===== config.mk =====
export PLATFORM = sky130hd
export DESIGN_NAME = bba_ctrl
export DESIGN_NICKNAME = d
export VERILOG_FILES = /design/src/sv/bba_pkg.sv /design/src/sv/bba_ctrl.sv
export SDC_FILE = /design/constraint.sdc
export NUM_CORES = 1
export LEC_CHECK = 0
export CAP_MARGIN = 20
export CORE_ASPECT_RATIO = 1.5
export CORE_MARGIN = 3
export CORE_UTILIZATION = 32
export DETAILED_ROUTE_END_ITERATION = 16
export DONT_BUFFER_PORTS = 1
export PLACE_DENSITY = 0.54
export SYNTH_ARGS = -nofsm -noshare
export SYNTH_HDL_FRONTEND = slang
export SYNTH_SLANG_ARGS = --single-unit
export TNS_END_PERCENT = 1

===== constraint.sdc =====
create_clock -name clk -period 7 [get_ports clk]
set_input_delay 0.35 -clock clk [delete_from_list [all_inputs] [get_ports clk]]
set_output_delay 0.35 -clock clk [all_outputs]
set_load 0.02 [all_outputs]

===== src/sv/bba_pkg.sv =====
// Shared codes and defaults for the buddy block allocator.
package bba_pkg;

  localparam int unsigned MaxOrderDef    = 12;
  localparam int unsigned MinOrderDef    = 5;
  localparam int unsigned MaxPagesDef    = 16;
  localparam int unsigned HeaderBytesDef = 24;

  localparam int unsigned PagesReset = 16;

  typedef enum logic {
    OP_ALLOC = 1'b0,
    OP_FREE  = 1'b1
  } op_t;

  typedef enum logic [1:0] {
    ST_OK        = 2'd0,
    ST_NO_SPACE  = 2'd1,
    ST_ZERO_SIZE = 2'd2,
    ST_BAD_FREE  = 2'd3
  } status_t;

  typedef enum logic {
    REG_POOL_BASE    = 1'b0,
    REG_PAGES_IN_USE = 1'b1
  } reg_idx_t;

  typedef enum logic [3:0] {
    S_CLEAR,
    S_IDLE,
    S_SCAN,
    S_SPLIT,
    S_FREE_CHK,
    S_MERGE_RD,
    S_MERGE_CHK,
    S_FINAL,
    S_DONE
  } fsm_t;

endpackage


===== src/sv/bba_ctrl.sv =====
// Allocator sequencer: clear pass, free-block scan, split and merge walks.
module bba_ctrl #(
  parameter int unsigned PAGE_ORDER   = bba_pkg::MaxOrderDef,
  parameter int unsigned MIN_ORDER    = bba_pkg::MinOrderDef,
  parameter int unsigned MAX_PAGES    = bba_pkg::MaxPagesDef,
  parameter int unsigned HEADER_BYTES = bba_pkg::HeaderBytesDef,
  parameter int unsigned TOP          = PAGE_ORDER - MIN_ORDER,
  parameter int unsigned LVL_W        = $clog2(TOP + 1),
  parameter int unsigned SLOT_W       = $clog2(MAX_PAGES << TOP) > 0 ?
                                        $clog2(MAX_PAGES << TOP) : 1,
  parameter int unsigned EW           = LVL_W + 2
) (
  input  logic              clk,
  input  logic              rst,
  input  logic              cfg_we,
  input  logic              cfg_index,
  input  logic [31:0]       cfg_data,
  input  logic              in_valid,
  output logic              in_stall,
  input  logic              operation,
  input  logic [15:0]       request_size,
  input  logic [31:0]       free_address,
  output logic              out_valid,
  input  logic              out_stall,
  output logic [31:0]       result_address,
  output logic [1:0]        status,
  output logic              wr_en,
  output logic [SLOT_W-1:0] wr_addr,
  output logic [EW-1:0]     wr_data,
  output logic              rd_en,
  output logic [SLOT_W-1:0] rd_addr,
  input  logic [EW-1:0]     rd_data
);

  localparam int unsigned TOTAL = MAX_PAGES << TOP;
  localparam int unsigned CW    = SLOT_W + 1;
  localparam int unsigned NW    = (PAGE_ORDER + 2 > 17) ? PAGE_ORDER + 2 : 17;
  localparam int unsigned HW    = 32 - MIN_ORDER;

  bba_pkg::fsm_t state, state_next;

  logic [CW-1:0]     cnt, cnt_next;
  logic              pend, pend_next;
  logic              found, found_next;
  logic [SLOT_W-1:0] best, best_next;
  logic [LVL_W-1:0]  best_lvl, best_lvl_next;
  logic [LVL_W-1:0]  lvl, lvl_next;
  logic [SLOT_W-1:0] cur_s, cur_s_next;
  logic [LVL_W-1:0]  cur_o, cur_o_next;
  logic [SLOT_W-1:0] bud, bud_next;
  logic [31:0]       res_addr, res_addr_next;
  logic [1:0]        res_st, res_st_next;
  logic              out_valid_next;
  logic [31:0]       result_address_next;
  logic [1:0]        status_next;
  logic [31:0]       pool_base;
  logic [CW-1:0]     used, used_next;

  logic [NW-1:0]     need;
  logic [LVL_W-1:0]  req_lvl;
  logic [31:0]       off;
  logic [HW-1:0]     off_slot;
  logic              bad_free;
  logic              d_head, d_free;
  logic [LVL_W-1:0]  d_ord;
  logic [8:0]        pages_cl;

  assign d_head = rd_data[EW-1];
  assign d_free = rd_data[EW-2];
  assign d_ord  = rd_data[LVL_W-1:0];

  assign need = NW'(request_size) + NW'(HEADER_BYTES);
  assign off  = free_address - 32'(HEADER_BYTES) - pool_base;
  assign off_slot = off[31:MIN_ORDER];
  assign bad_free = (free_address == 32'd0) || (|off[MIN_ORDER-1:0]) ||
                    (off_slot >= HW'(used));

  always_comb begin
    req_lvl = '0;
    for (int l = 0; l < int'(TOP); l++) begin
      if ((NW'(1) << (l + int'(MIN_ORDER))) < need) begin
        req_lvl = req_lvl + LVL_W'(1);
      end
    end
  end

  always_comb begin
    pages_cl = (9'(cfg_data[4:0]) > 9'(MAX_PAGES)) ? 9'(MAX_PAGES) : 9'(cfg_data[4:0]);
    used_next = used;
    if (cfg_we && cfg_index == bba_pkg::REG_PAGES_IN_USE) begin
      used_next = CW'(32'(pages_cl) << TOP);
    end
  end

  always_ff @(posedge clk) begin
    if (rst) begin
      state     <= bba_pkg::S_CLEAR;
      cnt       <= '0;
      pend      <= 1'b0;
      out_valid <= 1'b0;
      pool_base <= '0;
      used      <= CW'((MAX_PAGES < bba_pkg::PagesReset ? MAX_PAGES : bba_pkg::PagesReset) << TOP);
    end else begin
      state     <= state_next;
      cnt       <= cnt_next;
      pend      <= pend_next;
      out_valid <= out_valid_next;
      used      <= used_next;
      if (cfg_we && cfg_index == bba_pkg::REG_POOL_BASE) begin
        pool_base <= cfg_data;
      end
    end
  end

  always_ff @(posedge clk) begin
    found          <= found_next;
    best           <= best_next;
    best_lvl       <= best_lvl_next;
    lvl            <= lvl_next;
    cur_s          <= cur_s_next;
    cur_o          <= cur_o_next;
    bud            <= bud_next;
    res_addr       <= res_addr_next;
    res_st         <= res_st_next;
    result_address <= result_address_next;
    status         <= status_next;
  end

  always_comb begin
    state_next          = state;
    cnt_next            = cnt;
    pend_next           = 1'b0;
    found_next          = found;
    best_next           = best;
    best_lvl_next       = best_lvl;
    lvl_next            = lvl;
    cur_s_next          = cur_s;
    cur_o_next          = cur_o;
    bud_next            = bud;
    res_addr_next       = res_addr;
    res_st_next         = res_st;
    result_address_next = result_address;
    status_next         = status;
    out_valid_next      = out_valid && out_stall;
    in_stall            = (state != bba_pkg::S_IDLE);
    wr_en               = 1'b0;
    wr_addr             = cur_s;
    wr_data             = '0;
    rd_en               = 1'b0;
    rd_addr             = cur_s;

    case (state)
      bba_pkg::S_CLEAR: begin
        wr_en   = 1'b1;
        wr_addr = cnt[SLOT_W-1:0];
        if (cnt < used && cnt[TOP-1:0] == '0) begin
          wr_data = {1'b1, 1'b1, LVL_W'(TOP)};
        end
        cnt_next = cnt + CW'(1);
        if (cnt == CW'(TOTAL - 1)) begin
          state_next = bba_pkg::S_IDLE;
        end
      end
      bba_pkg::S_IDLE: begin
        if (in_valid) begin
          res_addr_next = '0;
          if (operation == bba_pkg::OP_ALLOC) begin
            lvl_next   = req_lvl;
            cnt_next   = '0;
            found_next = 1'b0;
            if (request_size == 16'd0) begin
              res_st_next = bba_pkg::ST_ZERO_SIZE;
              state_next  = bba_pkg::S_DONE;
            end else if (need > (NW'(1) << PAGE_ORDER)) begin
              res_st_next = bba_pkg::ST_NO_SPACE;
              state_next  = bba_pkg::S_DONE;
            end else begin
              state_next = bba_pkg::S_SCAN;
            end
          end else begin
            cur_s_next  = off_slot[SLOT_W-1:0];
            rd_addr     = off_slot[SLOT_W-1:0];
            rd_en       = !bad_free;
            res_st_next = bba_pkg::ST_BAD_FREE;
            state_next  = bad_free ? bba_pkg::S_DONE : bba_pkg::S_FREE_CHK;
          end
        end
      end
      bba_pkg::S_SCAN: begin
        // issue one slot read per cycle, judge the slot read the cycle before
        if (pend && d_head && d_free && d_ord >= lvl && d_ord == lvl) begin
          best_next  = cnt[SLOT_W-1:0] - SLOT_W'(1);
          cur_o_next = lvl;
          state_next = bba_pkg::S_SPLIT;
        end else begin
          if (pend && d_head && d_free && d_ord >= lvl && (!found || d_ord < best_lvl)) begin
            found_next    = 1'b1;
            best_next     = cnt[SLOT_W-1:0] - SLOT_W'(1);
            best_lvl_next = d_ord;
          end
          if (cnt < used) begin
            rd_en     = 1'b1;
            rd_addr   = cnt[SLOT_W-1:0];
            pend_next = 1'b1;
            cnt_next  = cnt + CW'(1);
          end else if (!pend) begin
            if (found) begin
              cur_o_next = best_lvl;
              state_next = bba_pkg::S_SPLIT;
            end else begin
              res_st_next = bba_pkg::ST_NO_SPACE;
              state_next  = bba_pkg::S_DONE;
            end
          end
        end
      end
      bba_pkg::S_SPLIT: begin
        wr_en = 1'b1;
        if (cur_o > lvl) begin
          wr_addr    = best + (SLOT_W'(1) << (cur_o - LVL_W'(1)));
          wr_data    = {1'b1, 1'b1, cur_o - LVL_W'(1)};
          cur_o_next = cur_o - LVL_W'(1);
        end else begin
          wr_addr       = best;
          wr_data       = {1'b1, 1'b0, lvl};
          res_addr_next = pool_base + (32'(best) << MIN_ORDER) + 32'(HEADER_BYTES);
          res_st_next   = bba_pkg::ST_OK;
          state_next    = bba_pkg::S_DONE;
        end
      end
      bba_pkg::S_FREE_CHK: begin
        if (d_head && !d_free) begin
          cur_o_next = d_ord;
          state_next = bba_pkg::S_MERGE_RD;
        end else begin
          state_next = bba_pkg::S_DONE;
        end
      end
      bba_pkg::S_MERGE_RD: begin
        bud_next = cur_s ^ (SLOT_W'(1) << cur_o);
        rd_addr  = cur_s ^ (SLOT_W'(1) << cur_o);
        if (cur_o < LVL_W'(TOP) && CW'(cur_s ^ (SLOT_W'(1) << cur_o)) < used) begin
          rd_en      = 1'b1;
          state_next = bba_pkg::S_MERGE_CHK;
        end else begin
          state_next = bba_pkg::S_FINAL;
        end
      end
      bba_pkg::S_MERGE_CHK: begin
        if (d_head && d_free && d_ord == cur_o) begin
          // absorb the buddy: clear the upper head, keep the lower one
          wr_en      = 1'b1;
          wr_addr    = (cur_s < bud) ? bud : cur_s;
          cur_s_next = (cur_s < bud) ? cur_s : bud;
          cur_o_next = cur_o + LVL_W'(1);
          state_next = bba_pkg::S_MERGE_RD;
        end else begin
          state_next = bba_pkg::S_FINAL;
        end
      end
      bba_pkg::S_FINAL: begin
        wr_en       = 1'b1;
        wr_addr     = cur_s;
        wr_data     = {1'b1, 1'b1, cur_o};
        res_st_next = bba_pkg::ST_OK;
        state_next  = bba_pkg::S_DONE;
      end
      bba_pkg::S_DONE: begin
        if (!out_valid || !out_stall) begin
          out_valid_next      = 1'b1;
          result_address_next = res_addr;
          status_next         = res_st;
          state_next          = bba_pkg::S_IDLE;
        end
      end
      default: begin
        state_next = bba_pkg::S_IDLE;
      end
    endcase

    // a page count write rebuilds the whole pool
    if (cfg_we && cfg_index == bba_pkg::REG_PAGES_IN_USE) begin
      state_next = bba_pkg::S_CLEAR;
      cnt_next   = '0;
    end
  end

  a_no_write_idle: assert property (@(posedge clk) disable iff (rst)
    state == bba_pkg::S_IDLE |-> !wr_en)
    else $error("slot table written while idle");

  a_result_from_done: assert property (@(posedge clk) disable iff (rst)
    $rose(out_valid) |-> $past(state) == bba_pkg::S_DONE)
    else $error("result raised outside completion");

  a_split_range: assert property (@(posedge clk) disable iff (rst)
    state == bba_pkg::S_SPLIT |-> cur_o >= lvl)
    else $error("split walked below requested order");

  a_merge_top: assert property (@(posedge clk) disable iff (rst)
    state == bba_pkg::S_MERGE_CHK |-> cur_o < LVL_W'(TOP))
    else $error("merge past page order");

endmodule


Yosys cells after proc, flatten, opt, wreduce, memory -nomap -nowiden
Cells that the tools add are included.
Storage, ports and cells
  bits in registers: 166
  latch bits: 0
  RAM bits: 0
  ROM bits: 0
  input port bits: 92
  output and inout port bits: 65
  word-level logic and storage cells: 220
  memories: 0
Cells by class
  add/sub/neg operators: 16
  multipliers: 0
  divide/modulo/power cells: 0
  magnitude comparators: 17
  eq/ne operators: 31
  shift operators: 3
  multiplexer cells: 82
  bitwise gates (word level): 6
  reductions and logical operators: 48
Operators by type and width (number)
  $mux W11: 11
  $pmux W11 S3: 2
  $mux W32: 2
  $pmux W32 S2: 1
  $mux W4: 14
  $mux W12: 4
  $mux W3: 13
  $pmux W12 S3: 1
  $pmux W4 S9: 1
  $add A32 B16 Y32: 1
  $add A32 B5 Y32 const B: 1
  $logic_not A32 Y1: 1
  $sub A32 B32 Y32: 1
  $sub A32 B5 Y32 const B: 1
  $ne A2 B2 Y1 const B: 15
  $ge A27 B12 Y1: 1
  $lt A12 B12 Y1: 2
  $pmux W11 S2: 1
  $shl A1 B3 Y11 const A: 2
  $add A3 B1 Y3 const B: 7
  $mux W2: 10
  $add A16 B5 Y17 const B: 1
  $gt A17 B13 Y1 const B: 1
  $lt A10 B17 Y1 const A: 1
  54 further kinds: 108

Longest topological paths before layout
  depth in word-level cells: 15
  gate-level depth with buffers: 28
  mapped depth without buffers: 27

Least setup slack after synthesis
No wires, ideal clock.
  path kind: flip-flop to output port
  start point: reg pool_base[1]
  end point: out rd_en
  arrival time: 4689 ps
  data required time: 6650 ps
  setup slack: 1961 ps
  stages on the path, launching flop included: 22
  path buffers: 0
  cells stage by stage: dfxtp_1 > inv_1 > ha_1 > ha_1 > inv_1 > fa_1 > nand2b_1 > a21oi_1 > o21ai_1 > nor2_1 > a31oi_1 > xnor2_1 > ha_1 > nor2b_1 > o21ai_0 > a21oi_1 > or4_1 > a2111oi_0 > o311ai_0 > nor4b_1 > nand4_1 > o31ai_1
On the way
  longest elaborated chain between the ends: 8
  elaborated cells between the ends (all ways): 9
  classes of those cells: add/sub: 1; order compare: 1; mux: 3; reduce/logical: 4
Ends and longest elaborated chain
  from (decl): RTL line bba_ctrl.sv:56  | logic [31:0] pool_base;
  from (signal assigned): RTL line bba_ctrl.sv:110  | pool_base <= cfg_data;
  $sub A32 B32 Y32 (*): RTL line bba_ctrl.sv:73  | assign off = free_address - 32'(HEADER_BYTES) - pool_base;
  parallel branches: the longest is 2 deep, another holds $ge A27 B12 Y1
  $logic_or A1 B1 Y1 (*): RTL line bba_ctrl.sv:75  | assign bad_free = (free_address == 32'd0) || (|off[MIN_ORDER-1:0]) ||
  $logic_not A1 Y1 (*): RTL line bba_ctrl.sv:183  | rd_en = !bad_free;
  $mux W1 (*): RTL line bba_ctrl.sv:167  | if (operation == bba_pkg::OP_ALLOC) begin
  $mux W1 (*): RTL line bba_ctrl.sv:165  | if (in_valid) begin
  $pmux W1 S3 (*): RTL line bba_ctrl.sv:152  | case (state)
  to (decl): RTL line bba_ctrl.sv:30  | output logic rd_en,
Mark *: on every way between the ends.

Worst setup path after layout
Ends and elaborated chain as after synthesis.

==> metrics.txt <==
Comb pwr share 40.1%; post-route cell area 0.0142 mm2; Crit Path Class flop to primary output; most common cell after layout, fill and taps aside nand2_1; Mapped Area 0.0130 mm2; status finished, final reports clean; die area 0.0433 mm2; Internal 2.11 mW; final non-filler cell total 2034; sequential power share 33.6%; GP Congestion 0.948; core area 0.0398 mm2; Slew Viols, Final 0; Starting Density 32.8%; maximum clock path buffer count 2; GRT overflow 0; post-cts sizing count 0; peak fanout along the critical path 5; Syn Nets 1769; Num CTS Buffers 17; Synth top area share 25.6%; power per cell area 257 mW/mm2; Post-CTS Hold Buffers 4; vias per cell 5.62; Final period util 88.0%; Area contributors post-synth edfxtp_1 (26%), ha_1 (13%), dfxtp_1 (8.4%); cell taking the most area after synthesis edfxtp_1; Post-DRT Antenna Nets 0; synthesis-to-finish area growth 8.85%; Critical Path End Type primary output; vias in the first global route 11100; crit path DAT 5.81 ns; Total GRT Usage 19.7%; Async S/R FF share, synth 0%; Skew-Pair Late Insertion Delay 0.45 ns; # H-tree levels 4; TNS Setup 0 ns; DR vias 11400; RSZ-0062 raised after global routing no; first-pass GRT wire length 65.1 mm; LEAKAGE 5.52 nW; worst-margin pin slew 1.05 ns; number of core rows 89; dpl cell area 0.0135 mm2; die height 253 um; drt first-iter violations 851; Max Fclk 162 MHz; Clock power frac 26.3%; Post-Synthesis Cells 1544; Post-synth EDFFs 111; peak supply drop 241 uV; Inst Count DP 1996; final net count 1744; Util after Layout 35.7%; TritonCTS clock tree yes; DRC viols 0; endpoints failing hold 0; die width 171 um; Yosys warning total 0; Final min period 6.16 ns; WP data required 6.65 ns; Power, Total 3.64 mW; Reg clk slew, reported paths 0.07 ns; register bit total from synthesis 166; final setup fails 0; Max-cap violations 0; Worst slew margin 30.0%; Worst setup SP type flop; DP Wirelength 35.1 mm; hold crit path type primary input to flop; FILL cells 4146; Routed wire per std cell 21.5 um; CTS root buf clkbuf_16; PortBufs 0; syn_area_per_cell 8.45 um2; switching power 1.53 mW; commonest non-fill, non-tap cells in the layout nand2_1 (164), a21oi_1 (152), inv_1 (148), ha_1 (131), nor2_1 (129); Most used DFF post-synth edfxtp_1; Distinct cells, synth 89; largest net degree at the start of global routing 40; DRT Pass-1 Iters 5; switching part of the total 41.9%; num ports 157; worst clock skew 0.0128 ns; Post-Route WL 43.7 mm; initial antenna violation count 1; flop-to-flop setup slack 1.80 ns; number of clock sinks 166; layout cell share with drive strength beyond 1 5.22%; Post-CTS Setup Bufs 0; sequential element share of the synthesized area 34.0%
path summary, 6_finish.rpt:
kind                                    from           endpoint  depth (start not counted)
worst max-delay path            pool_base[1]              rd_en                         22
worst min register to register   res_addr[9]  result_address[9]                          0
worst min-delay path            cfg_data[11]      pool_base[11]                          2
worst max register to register  pool_base[1]           state[3]                         21
power groups by stage:
stage,clock network [mW],registers (mW),logic [mW]
final,0.958,1.22,1.46
after global routing,1.02,1.23,1.60
after CTS,0.979,1.22,1.46
after detailed placement,0,1.24,1.44
after global placement,0,1.24,1.44
after floorplan,0,1.19,1.08
registers in the layout, summed over array words and instances (netlist names):
| register | flops |
|---|---|
| cur_s | 11 |
| best_lvl | 3 |
| best | 11 |
| pend | 1 |
| bud | 11 |
| used | 5 |
| state | 4 |
| res_addr | 32 |
| out_valid | 1 |
| pool_base | 32 |
| found | 1 |
| cnt | 12 |
| status | 2 |
| result_address | 32 |
| lvl | 3 |
| cur_o | 3 |
| res_st | 2 |
cells in the mapped netlist, types with 23 or more instances:
master / instances
a21o_1: 23
a21oi_1: 153
clkbuf_1: 46
dfxtp_1: 55
edfxtp_1: 111
ha_1: 131
inv_1: 148
nand2_1: 164
nor2_1: 129
nor3_1: 27
o21ai_0: 89
xnor2_1: 38
xor2_1: 47
metal layers:
layer | GRT usage [%] | share of wire, %
met2 | 37.0 | 53
met4 | 8.35 | 4.0
met3 | 5.36 | 7.1
met1 | 20.4 | 36
met5 | 0 | 0
stage by stage:
step / hold slack [ns] / setup WS (ns)
finish: 0.0319 / 0.840
global route: 0.0229 / 0.331
CTS: 0.00867 / 0.730
detailed placement: 0.405 / 1.24
global placement: 0.401 / 1.44
floorplan: 0.400 / 1.96
final cells by class:
class,count,area (um2),share of cell area [%]
Inverter,149,559,3.94
Antenna cell,2,5.00,0.0353
Timing Repair Buffer,18,155,1.09
Clock buffer,18,450,3.17
Tap cell,500,626,4.41
Sequential cell,166,4430,31.2
Multi-Input combinational cell,1167,7820,55.1
Clock inverter,14,149,1.05
kinds of logic (layout without fill, tap and decap cells):
group	count (synthesis)	count (layout)	share of synthesized area (%)
AOI/OAI and AO/OA	422	422	20.8
xor gates and xnor gates	85	85	5.71
adders and majority gates	133	133	12.9
buffers and inverters	211	199	6.36
DFF	166	166	34.0
muxes	14	14	1.13
other	0	2	0
and+or+nand+nor	513	513	19.1
worst max-delay path, cell delays in order, from the launching register on:
cell and delay (ns):
dfxtp_1 0.33, inv_1 0.06, ha_1 0.27, ha_1 0.20
inv_1 0.07, fa_1 0.39, nand2b_1 0.17, a21oi_1 0.25
o21ai_1 0.23, nor2_1 0.19, a31oi_1 0.12, xnor2_1 0.28
ha_1 0.30, nor2b_1 0.13, o21ai_0 0.14, a21oi_1 0.08
or4_1 0.41, a2111oi_0 0.36, o311ai_0 0.20, nor4b_1 0.28
nand4_1 0.36, o31ai_1 0.36, buf_4 0.20
No activity file was read; power rests on OpenSTA's default activity.
